[config.mk]
export PLATFORM = sky130hd
export DESIGN_NAME = midi_cc_to_pitch_bend
export DESIGN_NICKNAME = d
export VERILOG_FILES = /design/src/rtl/core/mccpb_pkg.sv /design/src/rtl/core/midi_cc_to_pitch_bend.sv /design/src/rtl/core/mccpb_skid.sv /design/src/rtl/core/mccpb_front.sv /design/src/rtl/core/mccpb_div_step.sv
export SDC_FILE = /design/constraint.sdc
export NUM_CORES = 2
export LEC_CHECK = 0
export BUFFER_PORTS_ARGS = -buffer_cell sky130_fd_sc_hd__buf_2
export CAP_MARGIN = 20
export CORE_MARGIN = 4
export CORE_UTILIZATION = 59
export DETAILED_ROUTE_END_ITERATION = 10
export HOLD_SLACK_MARGIN = 0.1
export PLACE_DENSITY = 0.74
export RECOVER_POWER = 25
export SLEW_MARGIN = 20
export SYNTH_ARGS = -nofsm -noshare
export SYNTH_HDL_FRONTEND = slang
export SYNTH_SLANG_ARGS = --single-unit
export TNS_END_PERCENT = 50
[constraint.sdc]
create_clock -name i_clk -period 84 [get_ports i_clk]
set_clock_uncertainty 0.05 [all_clocks]
set_input_delay 4.2 -clock i_clk [delete_from_list [all_inputs] [get_ports i_clk]]
set_output_delay 4.2 -clock i_clk [all_outputs]
set_load 0.005 [all_outputs]
[src/rtl/core/mccpb_pkg.sv]
// Shared types and constants for the MIDI control change to pitch bend rewriter.
// No dependencies; every module of the block imports this package.
`timescale 1ns / 1ps

package mccpb_pkg;

    // Input request: one MIDI message
    typedef struct packed {
        logic       explicit_status;
        logic [7:0] status_in;
        logic [1:0] data_count;
        logic [7:0] first_data;
        logic [7:0] second_data;
    } t_msg_in;

    // Result: the rewritten or untouched message
    typedef struct packed {
        logic [7:0] status_out;
        logic [7:0] first_out;
        logic [7:0] second_out;
        logic       converted;
    } t_msg_out;

    // Configuration register snapshot
    typedef struct packed {
        logic       enable;
        logic [6:0] controller_number;
        logic [5:0] dead_zone;
        logic [6:0] range_percent;
    } t_cfg;

    // Which part of the bend curve a value falls on
    typedef enum logic [1:0] {
        MODE_CENTER,
        MODE_UPPER,
        MODE_LOWER
    } t_bend_mode;

    // Per-request side data carried down the pipeline
    typedef struct packed {
        logic [7:0] status_in;
        logic [7:0] first_data;
        logic [7:0] second_data;
        logic       converted;
        t_bend_mode mode;
        logic       low_zero;
    } t_ctx;

    // Divider working set: remainder, shifted divisor, quotient so far
    localparam int unsigned DIV_W   = 27;
    localparam int unsigned QUO_W   = 14;
    localparam int unsigned DIV_STEPS = QUO_W;

    typedef struct packed {
        logic [DIV_W-1:0] rem;
        logic [DIV_W-1:0] dvs;
        logic [QUO_W-1:0] quo;
    } t_div;

    // Configuration register indexes
    localparam logic [1:0] CFG_ENABLE     = 2'd0;
    localparam logic [1:0] CFG_CONTROLLER = 2'd1;
    localparam logic [1:0] CFG_DEAD_ZONE  = 2'd2;
    localparam logic [1:0] CFG_RANGE      = 2'd3;

    // MIDI message type codes (status high nibble)
    localparam logic [3:0] TYPE_CC = 4'hB;
    localparam logic [3:0] TYPE_PB = 4'hE;

    localparam logic [1:0]  CC_DATA_COUNT = 2'd2;
    localparam logic [7:0]  VALUE_CENTER  = 8'd64;
    localparam logic [6:0]  PCT_SCALE     = 7'd100;
    localparam logic [13:0] BEND_CENTER   = 14'd8192;
    localparam logic [13:0] BEND_MAX      = 14'd16383;

    // Reset values of the configuration registers
    localparam t_cfg CFG_RESET = '{enable: 1'b1, controller_number: 7'd1,
                                   dead_zone: 6'd2, range_percent: 7'd100};

endpackage

[src/rtl/core/midi_cc_to_pitch_bend.sv]
// Path: 3 front stages, 14 divider stages, 1 output register from the accepting
// edge to result valid; a request held in the skid enters when stages advance.
// One request per cycle unless the output stalls; the restoring divider sets depth.
// A stalled output freezes all stages; the input skid absorbs one request.
// Reset (synchronous, active low) empties every stage and loads register defaults.
`timescale 1ns / 1ps

module midi_cc_to_pitch_bend
    import mccpb_pkg::*;
(
    input  logic     i_clk,
    input  logic     i_rst_n,
    // request channel
    input  logic     i_in_valid,
    input  t_msg_in  i_in_data,
    output logic     o_in_stall,
    // result channel
    output logic     o_out_valid,
    output t_msg_out o_out_data,
    input  logic     i_out_stall,
    // configuration writes
    input  logic       i_cfg_we,
    input  logic [1:0] i_cfg_index,
    input  logic [6:0] i_cfg_data
);

    t_cfg r_cfg;
    logic w_adv;

    // Configuration registers
    always_ff @(posedge i_clk) begin
        if (!i_rst_n) begin
            r_cfg <= CFG_RESET;
        end else if (i_cfg_we) begin
            case (i_cfg_index)
                CFG_ENABLE:     r_cfg.enable            <= i_cfg_data[0];
                CFG_CONTROLLER: r_cfg.controller_number <= i_cfg_data;
                CFG_DEAD_ZONE:  r_cfg.dead_zone         <= i_cfg_data[5:0];
                CFG_RANGE:      r_cfg.range_percent     <= i_cfg_data;
                default: ;
            endcase
        end
    end

    // Advance every stage unless the held result is not taken
    logic     r_out_valid;
    t_msg_out r_out_data;

    assign w_adv = !(r_out_valid && i_out_stall);

    // Input skid
    logic    w_feed_valid;
    t_msg_in w_feed_data;

    mccpb_skid u_skid (
        .i_clk   (i_clk),
        .i_rst_n (i_rst_n),
        .i_valid (i_in_valid),
        .i_data  (i_in_data),
        .o_stall (o_in_stall),
        .i_adv   (w_adv),
        .o_valid (w_feed_valid),
        .o_data  (w_feed_data)
    );

    // Decode and operand stages
    logic w_stg_valid [0:DIV_STEPS];
    t_ctx w_stg_ctx   [0:DIV_STEPS];
    t_div w_stg_div   [0:DIV_STEPS];

    mccpb_front u_front (
        .i_clk   (i_clk),
        .i_rst_n (i_rst_n),
        .i_adv   (w_adv),
        .i_cfg   (r_cfg),
        .i_valid (w_feed_valid),
        .i_msg   (w_feed_data),
        .o_valid (w_stg_valid[0]),
        .o_ctx   (w_stg_ctx[0]),
        .o_div   (w_stg_div[0])
    );

    // Divider pipeline, one quotient bit per stage
    for (genvar k = 0; k < DIV_STEPS; k++) begin : g_div
        mccpb_div_step u_step (
            .i_clk   (i_clk),
            .i_rst_n (i_rst_n),
            .i_adv   (w_adv),
            .i_valid (w_stg_valid[k]),
            .i_ctx   (w_stg_ctx[k]),
            .i_div   (w_stg_div[k]),
            .o_valid (w_stg_valid[k+1]),
            .o_ctx   (w_stg_ctx[k+1]),
            .o_div   (w_stg_div[k+1])
        );
    end

    // Assemble the bend and the outgoing message
    t_ctx        w_ctx;
    logic [13:0] w_quo;
    logic [14:0] w_up_sum;
    logic [13:0] w_bend;
    t_msg_out    n_out_data;

    always_comb begin
        w_ctx    = w_stg_ctx[DIV_STEPS];
        w_quo    = w_stg_div[DIV_STEPS].quo;
        w_up_sum = {1'b0, BEND_CENTER} + {1'b0, w_quo};
        case (w_ctx.mode)
            MODE_UPPER: w_bend = (w_up_sum > {1'b0, BEND_MAX}) ? BEND_MAX : w_up_sum[13:0];
            MODE_LOWER: w_bend = w_ctx.low_zero ? 14'd0 : w_quo;
            default:    w_bend = BEND_CENTER;
        endcase

        if (w_ctx.converted) begin
            n_out_data.status_out = {TYPE_PB, w_ctx.status_in[3:0]};
            n_out_data.first_out  = {1'b0, w_bend[6:0]};
            n_out_data.second_out = {1'b0, w_bend[13:7]};
            n_out_data.converted  = 1'b1;
        end else begin
            n_out_data.status_out = w_ctx.status_in;
            n_out_data.first_out  = w_ctx.first_data;
            n_out_data.second_out = w_ctx.second_data;
            n_out_data.converted  = 1'b0;
        end
    end

    // Output register
    always_ff @(posedge i_clk) begin
        if (!i_rst_n) begin
            r_out_valid <= 1'b0;
        end else if (w_adv) begin
            r_out_valid <= w_stg_valid[DIV_STEPS];
        end
    end

    always_ff @(posedge i_clk) begin
        if (w_adv) begin
            r_out_data <= n_out_data;
        end
    end

    assign o_out_valid = r_out_valid;
    assign o_out_data  = r_out_data;

endmodule

[src/rtl/core/mccpb_skid.sv]
// Input skid buffer: holds one request when the pipeline is frozen.
// Depends on mccpb_pkg for the message type.
`timescale 1ns / 1ps

module mccpb_skid
    import mccpb_pkg::*;
(
    input  logic    i_clk,
    input  logic    i_rst_n,
    input  logic    i_valid,
    input  t_msg_in i_data,
    output logic    o_stall,
    input  logic    i_adv,
    output logic    o_valid,
    output t_msg_in o_data
);

    logic    r_full;
    logic    n_full;
    t_msg_in r_data;
    logic    w_acc;

    assign w_acc   = i_valid && !r_full;
    assign o_stall = r_full;

    // Feed the pipeline from the held request first
    assign o_valid = r_full || i_valid;
    assign o_data  = r_full ? r_data : i_data;

    // Fill when a request arrives while the pipeline holds, drain on advance
    always_comb begin
        n_full = r_full;
        if (i_adv) begin
            n_full = 1'b0;
        end else if (w_acc) begin
            n_full = 1'b1;
        end
    end

    always_ff @(posedge i_clk) begin
        if (!i_rst_n) begin
            r_full <= 1'b0;
        end else begin
            r_full <= n_full;
        end
    end

    always_ff @(posedge i_clk) begin
        if (w_acc && !i_adv) begin
            r_data <= i_data;
        end
    end

endmodule

[src/rtl/core/mccpb_front.sv]
// Front three stages: decode and classify, ratio products, divider operands.
// Depends on mccpb_pkg for message, context and divider types.
`timescale 1ns / 1ps

module mccpb_front
    import mccpb_pkg::*;
(
    input  logic    i_clk,
    input  logic    i_rst_n,
    input  logic    i_adv,
    input  t_cfg    i_cfg,
    input  logic    i_valid,
    input  t_msg_in i_msg,
    output logic    o_valid,
    output t_ctx    o_ctx,
    output t_div    o_div
);

    // ---------------- stage 1: match and classify ----------------
    logic       w_match;
    logic [7:0] w_val;
    logic [7:0] w_hi_thr;
    logic [7:0] w_n_up;
    logic [5:0] w_den_up;
    logic [6:0] w_den_lo;
    logic       w_up;
    logic       w_lo;
    t_ctx       n1_ctx;
    logic [6:0] n1_n;
    logic [6:0] n1_den;

    logic       r1_valid;
    t_ctx       r1_ctx;
    logic [6:0] r1_n;
    logic [6:0] r1_den;

    always_comb begin
        w_val    = i_msg.second_data;
        w_match  = i_cfg.enable && i_msg.explicit_status
                && (i_msg.status_in[7:4] == TYPE_CC)
                && (i_msg.data_count == CC_DATA_COUNT)
                && (i_msg.first_data == {1'b0, i_cfg.controller_number});
        w_hi_thr = VALUE_CENTER + {2'b00, i_cfg.dead_zone};
        w_up     = w_val > w_hi_thr;
        w_lo     = ({1'b0, w_val} + {3'b000, i_cfg.dead_zone}) < {1'b0, VALUE_CENTER};
        w_n_up   = w_val - w_hi_thr;
        w_den_up = 6'd63 - i_cfg.dead_zone;
        w_den_lo = VALUE_CENTER[6:0] - {1'b0, i_cfg.dead_zone};

        n1_ctx.status_in   = i_msg.status_in;
        n1_ctx.first_data  = i_msg.first_data;
        n1_ctx.second_data = i_msg.second_data;
        n1_ctx.converted   = w_match;
        n1_ctx.low_zero    = 1'b0;
        n1_n               = 7'd0;
        n1_den             = 7'd1;

        if (w_up) begin
            n1_ctx.mode = MODE_UPPER;
            // Clamp the ramp ratio at one (also covers a zero ramp length)
            if (w_den_up == 6'd0 || w_n_up > {2'b00, w_den_up}) begin
                n1_n   = 7'd1;
                n1_den = 7'd1;
            end else begin
                n1_n   = w_n_up[6:0];
                n1_den = {1'b0, w_den_up};
            end
        end else if (w_lo) begin
            // Value is below 64 here, so the distance never exceeds the ramp
            n1_ctx.mode = MODE_LOWER;
            n1_n        = w_den_lo - w_val[6:0];
            n1_den      = w_den_lo;
        end else begin
            n1_ctx.mode = MODE_CENTER;
        end
    end

    always_ff @(posedge i_clk) begin
        if (!i_rst_n) begin
            r1_valid <= 1'b0;
        end else if (i_adv) begin
            r1_valid <= i_valid;
        end
    end

    always_ff @(posedge i_clk) begin
        if (i_adv) begin
            r1_ctx <= n1_ctx;
            r1_n   <= n1_n;
            r1_den <= n1_den;
        end
    end

    // ---------------- stage 2: distance times range, ramp times 100 ----------------
    logic        r2_valid;
    t_ctx        r2_ctx;
    logic [12:0] r2_nr;
    logic [12:0] r2_q;

    always_ff @(posedge i_clk) begin
        if (!i_rst_n) begin
            r2_valid <= 1'b0;
        end else if (i_adv) begin
            r2_valid <= r1_valid;
        end
    end

    // Both products stay below 8192 (distance at most 64, range at most 127)
    always_ff @(posedge i_clk) begin
        if (i_adv) begin
            r2_ctx <= r1_ctx;
            r2_nr  <= {6'd0, r1_n} * {6'd0, i_cfg.range_percent};
            r2_q   <= {6'd0, r1_den} * {6'd0, PCT_SCALE};
        end
    end

    // ---------------- stage 3: dividend and divisor ----------------
    logic [DIV_W-1:0] w_nr;
    logic [DIV_W-1:0] w_q;
    logic [DIV_W-1:0] w_up_num;
    logic [DIV_W-1:0] w_p2;
    logic [DIV_W-1:0] w_lo_top;
    logic             w_low_zero;
    t_ctx             n3_ctx;
    t_div             n3_div;

    logic r3_valid;
    t_ctx r3_ctx;
    t_div r3_div;

    always_comb begin
        w_nr       = {14'd0, r2_nr};
        w_q        = {14'd0, r2_q};
        // Upper: 2*n*rp*8191 + q, the added q gives round half up
        w_up_num   = (w_nr << 14) - (w_nr << 1) + w_q;
        // Lower: 16383*q - 2*n*rp*8192, negative or zero means clamp to 0
        w_p2       = w_nr << 14;
        w_lo_top   = (w_q << 14) - w_q;
        w_low_zero = w_p2 >= w_lo_top;

        n3_ctx          = r2_ctx;
        n3_ctx.low_zero = w_low_zero;
        n3_div.quo      = '0;
        // Divisor 2*q aligned to the top quotient bit
        n3_div.dvs      = {r2_q, 1'b0, 13'd0};
        case (r2_ctx.mode)
            MODE_UPPER: n3_div.rem = w_up_num;
            MODE_LOWER: n3_div.rem = w_low_zero ? '0 : (w_lo_top - w_p2);
            default:    n3_div.rem = '0;
        endcase
    end

    always_ff @(posedge i_clk) begin
        if (!i_rst_n) begin
            r3_valid <= 1'b0;
        end else if (i_adv) begin
            r3_valid <= r2_valid;
        end
    end

    always_ff @(posedge i_clk) begin
        if (i_adv) begin
            r3_ctx <= n3_ctx;
            r3_div <= n3_div;
        end
    end

    assign o_valid = r3_valid;
    assign o_ctx   = r3_ctx;
    assign o_div   = r3_div;

endmodule

[src/rtl/core/mccpb_div_step.sv]
// One registered restoring-division step: yields one quotient bit per stage.
// Depends on mccpb_pkg for context and divider types.
`timescale 1ns / 1ps

module mccpb_div_step
    import mccpb_pkg::*;
(
    input  logic i_clk,
    input  logic i_rst_n,
    input  logic i_adv,
    input  logic i_valid,
    input  t_ctx i_ctx,
    input  t_div i_div,
    output logic o_valid,
    output t_ctx o_ctx,
    output t_div o_div
);

    logic r_valid;
    t_ctx r_ctx;
    t_div r_div;
    t_div n_div;
    logic w_ge;

    // Subtract the aligned divisor when it fits, then shift it down one place
    always_comb begin
        w_ge      = i_div.rem >= i_div.dvs;
        n_div.rem = w_ge ? (i_div.rem - i_div.dvs) : i_div.rem;
        n_div.dvs = i_div.dvs >> 1;
        n_div.quo = {i_div.quo[QUO_W-2:0], w_ge};
    end

    always_ff @(posedge i_clk) begin
        if (!i_rst_n) begin
            r_valid <= 1'b0;
        end else if (i_adv) begin
            r_valid <= i_valid;
        end
    end

    always_ff @(posedge i_clk) begin
        if (i_adv) begin
            r_ctx <= i_ctx;
            r_div <= n_div;
        end
    end

    assign o_valid = r_valid;
    assign o_ctx   = r_ctx;
    assign o_div   = r_div;

endmodule

==> Flow_metrics.wiki <==
{| class="wikitable"
! Metric !! Value
|-
| CTS resizes || 0
|-
| Total standard cell area after synthesis || 0.0537 mm^2
|-
| Post-DP HPWL || 62.7 mm
|-
| Starting density of the core || 59.5%
|-
| Maximum number of pins on one net before global-route repair || 195
|-
| Worst-margin pin slew || 1.15 ns
|-
| Max Cap Violations || 0
|-
| Most area-consuming cells after synthesis || edfxtp_1 (66%), ha_1 (6.1%), xnor2_1 (2.5%)
|-
| Final hold vios || 0
|-
| Count of buffer and inverter cells on the critical path || 7
|-
| Prevailing post-synth register cell || edfxtp_1
|-
| Number of vias after detailed routing || 29.3k
|-
| Count of nets after finishing || 4,246
|-
| Cell at the root of the clock tree || clkbuf_16
|-
| Number of standard cells after synthesis || 3,756
|-
| Number of nets in the synthesized netlist || 4,102
|-
| 1st-pass router iterations || 6
|-
| Number of filler instances in the final layout || 6,231
|-
| Worst-case register-to-register setup slack || 77.82 ns
|-
| Launch instance of the worst register-to-register path || o_out_valid$_SDFFE_PN0N_
|-
| Total count of max-transition violations in the final report || 0
|-
| Largest fanout of any net on the critical path || 194
|-
| Number of storage elements in the synthesis netlist || 1,227
|-
| CTS H-tree depth || 3
|-
| Setup total negative slack || 0 ns
|-
| Worst setup path class || in2reg
|-
| Endpoint of the worst hold-timing path || g_div[8].u_step.o_ctx[1]$_DFFE_PN_
|-
| Avg Synthesized Cell Area || 14.3 um^2
|-
| Cell area power density || 37.8 mW/mm^2
|-
| EDFF count, synth || 1,187
|-
| Post-layout total power || 0.00225 W
|-
| Total CTS buffers || 117
|-
| Maximum ir drop on the vdd rail || 23.1 uV
|-
| Outcome || completed
|-
| First DRT Iteration DRCs || 2,180
|-
| WP data arrival || 9.77 ns
|-
| Share of synthesized flip-flops with an asynchronous set or reset || 0%
|-
| Total of endpoints with negative setup slack in the final report || 0
|-
| Final routed wire length divided by cell count || 18.6 um
|-
| Die Outline Area || 0.0959 mm^2
|-
| Initial antenna violation count || 0
|-
| Setup bufs post-CTS || 0
|-
| Clock sink total || 1,227
|-
| WL final || 96.1 mm
|-
| Die width || 310 um
|-
| Hold Path Depth || 0
|-
| Via count of the first global-routing pass || 29.1k
|-
| Synth cell types || 82
|-
| Clock tree from TritonCTS || done
|-
| Type of the most critical hold path || reg2reg
|-
| Number of buffers added to fix hold violations after cts || 0
|-
| RSZ-0062 raised after global routing || false
|-
| Share of synthesized area occupied by flip-flops and latches || 67.9%
|-
| Min Tclk post-route || 9.49 ns
|-
| Skew-Pair Late Insertion Delay || 0.73 ns
|-
| Ordered cell list for the critical path || buf_2 > and2_1 > inv_8 > buf_12 > buf_12 > buf_4 > buf_6 > buf_4
|-
| Via count normalized by instance count || 5.65
|-
| Launch instance of the worst min-delay path || g_div[7].u_step.o_ctx[1]$_DFFE_PN_
|-
| Kind of start point of the critical path || primary input
|-
| Largest area contributor in the netlist || edfxtp_1
|-
| CP top delay family || buffers and inverters
|-
| Maximum number of buffers from clock root to sink || 3
|-
| Post-detailed-route DRC marker count || 0
|-
| CORE AREA || 0.0901 mm^2
|-
| Fraction of post-synthesis cell area in the top cell type by area || 66.4%
|-
| Delay contributed by the slowest stage of the critical path || 0.97 ns
|-
| Yosys warnings || 0
|-
| Peak Freq || 0.105 GHz
|-
| Most numerous cell types in the synthesized netlist || edfxtp_1 (1,187), inv_1 (282), ha_1 (263), nor2_1 (223), nand2_1 (200)
|-
| Reg-to-Reg End || o_out_data[16]$_SDFFCE_PP0N_
|-
| Critical Path End Type || flop
|-
| Leakage power summed over all cells || 23.3 nW
|-
| Overall global routing resource usage || 20.0%
|-
| Layout cells sized above 1 || 8.92%
|-
| Area Growth Syn to Fin || 10.9%
|-
| Floorplan row count || 110
|-
| Boundary Pins || 68
|-
| Count of buffers inserted at the top-level ports || 67
|-
| R2r worst-path depth || 7
|-
| Reg clk slew, reported paths || 0.07 ns
|-
| Wire length of the first global-routing pass || 152 mm
|-
| Most frequent cell after synthesis || edfxtp_1
|-
| Headroom to the max-slew limit || 22.9%
|-
| Final GP Congestion || 0.900
|-
| Chip Height || 310 um
|-
| Slowest stage cell, crit path || buf_4
|-
| Final worst path period share || 11.3%
|-
| Antenna cell count || 0
|-
| Required time at the endpoint of the critical path || 84.28 ns
|-
| Number of antenna-violating nets in the routed design || 0
|-
| Congestion Overflow GR || 0
|}
[worst max-delay path by stage]
stage,from,to,slack [ns],cells after the start
2_1_floorplan,i_out_stall,u_skid.r_data[0]$_DFFE_PP_,28.71,5
3_3_place_gp,i_out_stall,g_div[7].u_step.o_ctx[24]$_DFFE_PN_,73.62,8
3_5_place_dp,i_out_stall,g_div[13].u_step.o_ctx[13]$_DFFE_PN_,73.54,8
4_1_cts,i_out_stall,o_out_data[16]$_SDFFCE_PP0N_,74.24,8
5_1_grt,i_out_stall,o_out_data[16]$_SDFFCE_PP0N_,74.02,8
6_report,i_out_stall,o_out_data[16]$_SDFFCE_PP0N_,74.51,8
[sequential cells by signal, indices dropped and copies added, names as in the netlist, 7 cells and up]
signal	count
u_front.n3_ctx	27
g_div.u_step.o_valid	14
u_front.r1_den	7
g_div.u_step.o_div	586
u_front.r1_n	7
u_front.r2_nr	13
o_out_data	25
g_div.u_step.o_ctx	392
u_front.r2_q	11
u_skid.r_data	27
u_front.o_div	37
r_cfg	21
u_front.o_ctx	28
u_front.r1_ctx	27
[cell type report]
class / instances / area (um^2) / area share, %
clock buffer: 136 / 3050 / 5.13
timing repair buffer: 87 / 514 / 0.864
clock inverter: 84 / 1030 / 1.74
multi-input combinational: 2184 / 15900 / 26.8
tap: 1176 / 1470 / 2.47
sequential: 1227 / 36400 / 61.2
inverter: 283 / 1070 / 1.80
[routing by layer]
| layer | vias to the layer above | wire, um | GRT usage (%) |
|---|---|---|---|
| met2 | 626 | 49700 | 35.7 |
| met1 | 14100 | 39700 | 25.2 |
| met4 | 0 | 3080 | 6.99 |
| met5 | - | 0 | 0 |
| met3 | 192 | 3610 | 2.91 |
| li1 | 14300 | - | - |
[metrics by stage]
step                      std cells  hold WS [ns]  util [%]  setup WS [ns]  area (um^2)
after floorplan                3756         0.350         -          28.71        53700
after global placement         4957         0.350      61.5          73.62        55400
after detailed placement       4957         0.355      61.5          73.54        55400
after CTS                      5177         0.283      66.0          74.24        59500
after global routing           5177         0.286      66.0          74.02        59500
final                          5177         0.285      66.0          74.51        59500
[cells in the final DEF, fill, tap and decap left out, drive strengths merged, types with 22 or more instances in the layout]
master,n
nand3,51
a21o,53
a21boi,31
inv,284
nand2,201
or4,22
mux2i,28
nor2,223
clkinv,59
nor4,42
dfxtp,40
mux2,59
a21oi,193
clkbuf,136
nand2b,36
and2,50
or3,25
buf,87
o21ai,128
o21a,47
edfxtp,1187
nor3,89
nor2b,67
xor2,82
nand4,31
fa,42
o22ai,27
ha,263
xnor2,152
[worst reg2reg max path: cells and delay by family, from the launching register on]
kind	cells	cell delay (ns)
buf+inv	6	5.07
flops	1	0.30
simple gates	1	0.41
[report_power, final]
group	internal, W	total (W)	switching (W)	leakage (nW)
Sequential	0.000871	0.000964	0.0000928	13.0
Clock	0.000318	0.000548	0.000230	1.98
Combinational	0.000328	0.000738	0.000410	8.35
[logic make-up (layout without fill, tap and decap cells)]
family,count (synthesis),in the layout,share of synthesized area [%]
DFF,1227,1227,67.9
buffers and inverters,345,590,2.45
AOI/OAI and AO/OA,646,646,7.68
muxes,87,87,1.79
and+or+nand+nor,912,912,8.67
adders and majority gates,305,305,7.70
xor gates and xnor gates,234,234,3.82
Power figures use the tool's default switching activity.
